`src/sv/sle_pkg.sv`:
```
`default_nettype none
// ----------------------------------------------------------------------------
// sle_pkg
// Shared types and codes for the sorted list engine: operation and status
// codes, request and response item layouts, default table capacity.
// ----------------------------------------------------------------------------
package sle_pkg;

   // default number of cells in the table
   localparam int CAPACITY_DEFAULT = 16;

   // operation codes
   localparam logic [1:0] OP_INSERT = 2'd0;
   localparam logic [1:0] OP_REMOVE = 2'd1;
   localparam logic [1:0] OP_SEARCH = 2'd2;

   // status codes
   localparam logic [1:0] ST_OK        = 2'd0;
   localparam logic [1:0] ST_EMPTY     = 2'd1;
   localparam logic [1:0] ST_NOT_FOUND = 2'd2;
   localparam logic [1:0] ST_FULL      = 2'd3;

   // request item
   typedef struct packed {
      logic [1:0]         op;
      logic signed [31:0] value;
   } req_type;

   // response item
   typedef struct packed {
      logic [1:0] status;
      logic [3:0] position;
      logic [4:0] count;
   } rsp_type;

   // shift commands broadcast to every cell
   typedef struct packed {
      logic shift_up;
      logic shift_down;
   } cell_ctl_type;

endpackage
`default_nettype wire

```
`src/sv/sle_cell.sv`:
```
`default_nettype none
// ----------------------------------------------------------------------------
// sle_cell
// One slot of the sorted table: holds one value, compares it against the
// search key and takes the key or a neighbor's value when the row shifts.
// ----------------------------------------------------------------------------
module sle_cell (
   input  wire                      clock,
   input  wire signed [31:0]        key,
   input  wire signed [31:0]        prev_value,
   input  wire signed [31:0]        next_value,
   input  wire                      in_range,
   input  wire                      prev_lt,
   input  sle_pkg::cell_ctl_type    ctl,
   output logic signed [31:0]       value,
   output logic                     lt,
   output logic                     hit
);

   logic signed [31:0] value_ff;
   logic signed [31:0] value_in;
   logic               boundary;

   // compare against the key, only inside the filled part
   assign lt       = in_range && (value_ff < key);
   assign boundary = prev_lt && !lt;
   assign hit      = in_range && boundary && (value_ff == key);
   assign value    = value_ff;

   // insert opens a gap at the boundary, remove closes it from above
   always_comb begin
      value_in = value_ff;
      if (ctl.shift_up && !lt) begin
         value_in = boundary ? key : prev_value;
      end else if (ctl.shift_down && !lt) begin
         value_in = next_value;
      end
   end

   always_ff @(posedge clock) begin
      value_ff <= value_in;
   end

endmodule
`default_nettype wire

```
`src/sv/sorted_list_engine.sv`:
```
`default_nettype none
// ----------------------------------------------------------------------------
// sorted_list_engine
// Bounded table of signed values kept in ascending order with insert,
// remove and search operations, built as a row of compare-and-shift cells.
// ----------------------------------------------------------------------------
//  channel   ports                        handshake
//  request   start, busy, req_data        accepted when start & !busy
//  response  rsp_valid, rsp_data          one-cycle strobe, always taken
//
//  for each item the accept edge latches the command, the next
//  edge runs the parallel compare in every cell, shifts the row and
//  registers the response, which shows for one cycle after that edge.
//  busy is high for the single compare cycle; a new item may start in the
//  cycle the response is shown. reset clears the count and the strobe;
//  the receiver cannot stall the response.
// ----------------------------------------------------------------------------
module sorted_list_engine #(
   parameter int CAPACITY = sle_pkg::CAPACITY_DEFAULT
) (
   input  wire               clock,
   input  wire               reset,
   input  wire               start,
   output logic              busy,
   input  sle_pkg::req_type  req_data,
   output logic              rsp_valid,
   output sle_pkg::rsp_type  rsp_data
);

   localparam int CntW = $clog2(CAPACITY + 1);

   logic                  busy_ff;
   sle_pkg::req_type      cmd_ff;
   logic [CntW-1:0]       count_ff;
   logic [CntW-1:0]       count_in;
   logic                  rsp_valid_ff;
   sle_pkg::rsp_type      rsp_ff;
   sle_pkg::rsp_type      rsp_in;

   logic signed [31:0]    cell_value [CAPACITY];
   logic [CAPACITY-1:0]   cell_lt;
   logic [CAPACITY-1:0]   cell_hit;
   sle_pkg::cell_ctl_type ctl;
   logic                  found;
   logic [3:0]            hit_pos;
   logic                  full;
   logic                  empty;
   logic [CntW+4:0]       count_ext;

   // row of cells
   for (genvar i = 0; i < CAPACITY; i++) begin : g_cell
      logic signed [31:0] prev_value;
      logic signed [31:0] next_value;
      logic               prev_lt;
      logic               in_range;
      if (i == 0) begin : g_first
         assign prev_value = cmd_ff.value;
         assign prev_lt    = 1'b1;
      end else begin : g_mid
         assign prev_value = cell_value[i-1];
         assign prev_lt    = cell_lt[i-1];
      end
      if (i == CAPACITY - 1) begin : g_last
         assign next_value = cell_value[i];
      end else begin : g_inner
         assign next_value = cell_value[i+1];
      end
      assign in_range = CntW'(i) < count_ff;
      sle_cell u_cell (
         .clock      (clock),
         .key        (cmd_ff.value),
         .prev_value (prev_value),
         .next_value (next_value),
         .in_range   (in_range),
         .prev_lt    (prev_lt),
         .ctl        (ctl),
         .value      (cell_value[i]),
         .lt         (cell_lt[i]),
         .hit        (cell_hit[i])
      );
   end

   // match flag and low bits of the matching cell index
   always_comb begin
      found   = |cell_hit;
      hit_pos = '0;
      for (int i = 0; i < CAPACITY; i++) begin
         hit_pos = hit_pos | (cell_hit[i] ? 4'(i) : 4'd0);
      end
   end

   assign full  = count_ff == CntW'(CAPACITY);
   assign empty = count_ff == '0;

   // shift commands, next count and response
   always_comb begin
      ctl.shift_up   = 1'b0;
      ctl.shift_down = 1'b0;
      count_in       = count_ff;
      rsp_in.status  = sle_pkg::ST_OK;
      rsp_in.position = '0;
      case (cmd_ff.op)
         sle_pkg::OP_INSERT: begin
            if (full) begin
               rsp_in.status = sle_pkg::ST_FULL;
            end else begin
               ctl.shift_up = busy_ff;
               count_in     = count_ff + CntW'(1);
            end
         end
         sle_pkg::OP_REMOVE: begin
            if (empty) begin
               rsp_in.status = sle_pkg::ST_EMPTY;
            end else if (!found) begin
               rsp_in.status = sle_pkg::ST_NOT_FOUND;
            end else begin
               ctl.shift_down = busy_ff;
               count_in       = count_ff - CntW'(1);
            end
         end
         sle_pkg::OP_SEARCH: begin
            if (empty) begin
               rsp_in.status = sle_pkg::ST_EMPTY;
            end else if (!found) begin
               rsp_in.status = sle_pkg::ST_NOT_FOUND;
            end else begin
               rsp_in.position = hit_pos;
            end
         end
         default: begin
         end
      endcase
      count_ext    = {5'd0, count_in};
      rsp_in.count = count_ext[4:0];
   end

   // control and response registers
   always_ff @(posedge clock) begin
      if (reset) begin
         busy_ff      <= 1'b0;
         count_ff     <= '0;
         rsp_valid_ff <= 1'b0;
      end else begin
         rsp_valid_ff <= busy_ff;
         if (busy_ff) begin
            busy_ff  <= 1'b0;
            count_ff <= count_in;
         end else if (start) begin
            busy_ff <= 1'b1;
         end
      end
   end

   // payload registers
   always_ff @(posedge clock) begin
      if (start && !busy_ff) begin
         cmd_ff <= req_data;
      end
      if (busy_ff) begin
         rsp_ff <= rsp_in;
      end
   end

   assign busy      = busy_ff;
   assign rsp_valid = rsp_valid_ff;
   assign rsp_data  = rsp_ff;

endmodule
`default_nettype wire

```
`config.mk`:
```
export PLATFORM = sky130hd
export DESIGN_NAME = sorted_list_engine
export DESIGN_NICKNAME = d
export VERILOG_FILES = /design/src/sv/sle_pkg.sv /design/src/sv/sle_cell.sv /design/src/sv/sorted_list_engine.sv
export SDC_FILE = /design/constraint.sdc
export NUM_CORES = 2
export LEC_CHECK = 0
export BUFFER_PORTS_ARGS = -buffer_cell sky130_fd_sc_hd__buf_4
export CAP_MARGIN = 20
export CORE_MARGIN = 2
export CORE_UTILIZATION = 60
export DETAILED_ROUTE_END_ITERATION = 7
export PLACE_DENSITY = 0.86
export SLEW_MARGIN = 30
export SYNTH_ARGS = -nofsm -noshare
export SYNTH_HDL_FRONTEND = slang
export SYNTH_SLANG_ARGS = --single-unit
```
`constraint.sdc`:
```
create_clock -name clock -period 15.4 [get_ports clock]
set_input_delay 4.62 -clock clock [delete_from_list [all_inputs] [get_ports clock]]
set_output_delay 4.62 -clock clock [all_outputs]
set_load 0.02 [all_outputs]
```
==> flow_summary.yaml <==
clock_tree:
  cts_setup_buffers: 0
  cts-buffers-inserted: 61
  clock_latency_ps: 660
  htree_num_levels: 2
  cts_repair_resize_count: 0
  root_buffer: "clkbuf_16"
  cts_tree: "yes"
  cts_sinks: 564
  cts_max_path_buffers: 3
  cts.reportedPaths.clkPinSlew_ps: 60
  hold_buffers: 0
sta:
  period_share_pct: 43.5
  clock.fmax_mhz: 149
  drv_slew: 0
  timing_hold_violations_final: 0
  tightestPinTransition_ps: 1060
  slew_headroom_pct: 28.8
  whs_ps: 564
  fin_tns_setup_ps: 0
  setup_violations: 0
  clock_skew_ps: 31.1
  finalCriticalPeriod_ps: 6700
  rsz0062_at_grt: "no"
setup_path:
  endpoint_kind: "register"
  crit_buf_inv: 3
  crit_path_max_incr_delay_ps: 850
  path_cells: "inv_1, ha_1, nand4_1, nor4_1, o21ai_0, a31oi_1, or4b_4, and2_4, or3b_2, nand4bb_1, o41ai_4, buf_4, a211oi_4, buf_4"
  cp-start-kind: "register"
  critPathKind: "reg -> reg"
  cp.required_ps: 15720
  critPathTopFamily: "simple AND/OR/NAND/NOR gates"
  path_common_cell: "buf_4"
  critical_path.slowest_cell: "a211oi_4"
  worstPathArrival_ps: 7020
  crit_fanout: 67
grt:
  grt_max_degree: 68
  antenna_found_initial: 1
  grt_pass1_wl_microns: 183000
  grt_pass1_vias: 32100
  grt_usage_pct: 34.3
  gr-total-overflow: 0
final_layout:
  design_area_sq_um: 43500
  drive_gt1_share_pct: 8.94
  num-nets-final: 4511
  area_growth_syn_to_layout_pct: 9.28
  fin_cells: 4868
  post-route-util_pct: 66.2
  diodes: 0
  final_common_cell: "edfxtp_1"
  final_cell_mix: "557 x edfxtp_1, 519 x ha_1, 516 x a21oi_1"
placed_design:
  io_buffers: 49
  dp_cells: 4756
  place.detailed.hpwl_microns: 87600
  place.gp.congestion: 0.987
  place_area_sq_um: 41500
synth:
  syn_area_sq_um: 39800
  synthesis.nets: 4519
  ys_warn_count: 0
  async_flop_share_pct: 0
  seq_area_frac_synth_pct: 42.3
  synth_ff_type: "edfxtp_1"
  synth_cell_types: 92
  synth_edf_count: 557
  ys_ff_latch: 564
  synth.avg_cell_area_sq_um: 10.1
  postSynthCellCount: 3963
floorplan:
  row_count: 94
  initial_utilization_pct: 60.6
  die_y_microns: 262
  die-width_microns: 262
  die_area_sq_um: 68500
  io_pins: 50
  core_sq_um: 65700
drt:
  vias_per_cell: 6.82
  wirelength_microns: 119000
  detail-route-antenna-nets: 0
  drtIter0Drc: 4099
  post_drt_wl_per_cell_microns: 24.4
  top_layer: "met5"
  drtPass1Iterations: 8
  remaining_drc_errors: 1
  wl_met1_microns: 45800
  vias: 33200
  wl_met3_microns: 12700
  wl_met2_microns: 53600
power_and_ir_drop:
  p_clk_share_pct: 41.3
  cellLeakagePower_nw: 16.6
  pwr-share-comb_pct: 11.0
  p_sw_share_pct: 25.5
  p_int_mw: 2.74
  seqPwrFrac_pct: 47.6
  p_per_area_nw_per_um2: 84.4
  p_sw_uw: 938
  irDropWorstVdd_uv: 86.6
job:
  maxCapViolations: 0
status:
  status: "complete, but fails checks"
  violations: "design-rule violations"
worst_hold_path:
  hold_path.class: "reg -> reg"
-- final timing paths --
| path | start | endpoint | slack [ps] | cells past startpoint |
|---|---|---|---|---|
| worst max register to register | g_cell[0].prev_value[10]$_DFFE_PP_ | g_cell[11].u_cell.value[4]$_DFFE_PP_ | 8700 | 14 |
| worst max-delay path | g_cell[0].prev_value[10]$_DFFE_PP_ | g_cell[11].u_cell.value[4]$_DFFE_PP_ | 8700 | 14 |
| worst min register to register | g_cell[15].u_cell.value[17]$_DFFE_PP_ | g_cell[14].u_cell.value[17]$_DFFE_PP_ | 560 | 2 |
| worst min-delay path | g_cell[15].u_cell.value[17]$_DFFE_PP_ | g_cell[14].u_cell.value[17]$_DFFE_PP_ | 560 | 2 |
-- cells by family (layout without fill, tap and decap cells) --
logic type | after synthesis | in the layout | synth area share [%]
simple gates | 1113 | 1113 | 12.8
compound gates | 1081 | 1081 | 15.5
flops | 564 | 564 | 42.3
fa+ha+maj | 519 | 519 | 16.3
mux | 393 | 393 | 10.1
buf+inv | 283 | 324 | 2.75
xor+xnor | 10 | 10 | 0.220
-- worst reg2reg max path, delay by kind of cell, from the launching register on --
kind                     cells  cell delay [ps]
adder cells (fa/ha/maj)      1              510
buffers and inverters        3             1310
AND/OR/NAND/NOR              6             2380
AO/OA/AOI/OAI                4             1370
flip-flops                   1              770
-- cell type report --
cell class              instances  area (sq um)
multi-input cells            3116         22300
fillers                      4832         22200
flip-flops and latches        564         16900
clock buffers                  75          1600
well taps                     864          1080
repair buffers                133          1030
clock inverters                37           410
inverters                      79           297
-- cell usage after synthesis, types with 20 or more instances --
cell type  number  share of area (%)
nor2_1        395                3.7
a221oi_1       21               0.46
nand4_1        99                1.6
edfxtp_1      557                 42
nor4_1         20               0.31
nand2_1       396                3.7
inv_1          77               0.73
nor2b_1        23               0.36
a21o_1         55                1.0
mux2i_1       328                8.2
and4_1         24               0.53
o21ai_0       331                4.2
ha_1          519                 16
clkbuf_1      175                1.6
mux2_2         64                1.8
nand3_1        46               0.58
a21oi_1       522                6.6
-- routing by layer --
layer  global-route usage, %  vias to the layer above
li1                        -                    14900
met1                    45.4                    15700
met2                    54.0                     2149
met3                    6.14                      399
met4                    18.0                        2
met5                       0                        -
-- flip-flops by register name (all words and copies together), names as in the netlist --
name                 flops
cmd_ff                   2
g_cell.u_cell.value    512
rsp_data                11
busy                     1
count_ff                 5
rsp_valid                1
g_cell.prev_value       32
-- power by group through the flow --
stage	Combinational [mW]	Clock (mW)	Sequential (mW)
5_1_grt	0.444	1.57	1.75
3_5_place_dp	0.390	0	1.78
4_1_cts	0.394	1.52	1.75
3_3_place_gp	0.372	0	1.78
6_report	0.405	1.52	1.75
2_1_floorplan	0.260	0	1.77
-- through the flow --
stage	worst slack (ps)	total power, mW
5_1_grt	8430	3.77
2_1_floorplan	8800	2.02
3_5_place_dp	8900	2.17
6_report	8700	3.68
4_1_cts	8830	3.67
3_3_place_gp	9040	2.15
No activity file was read; power rests on OpenSTA's default activity.
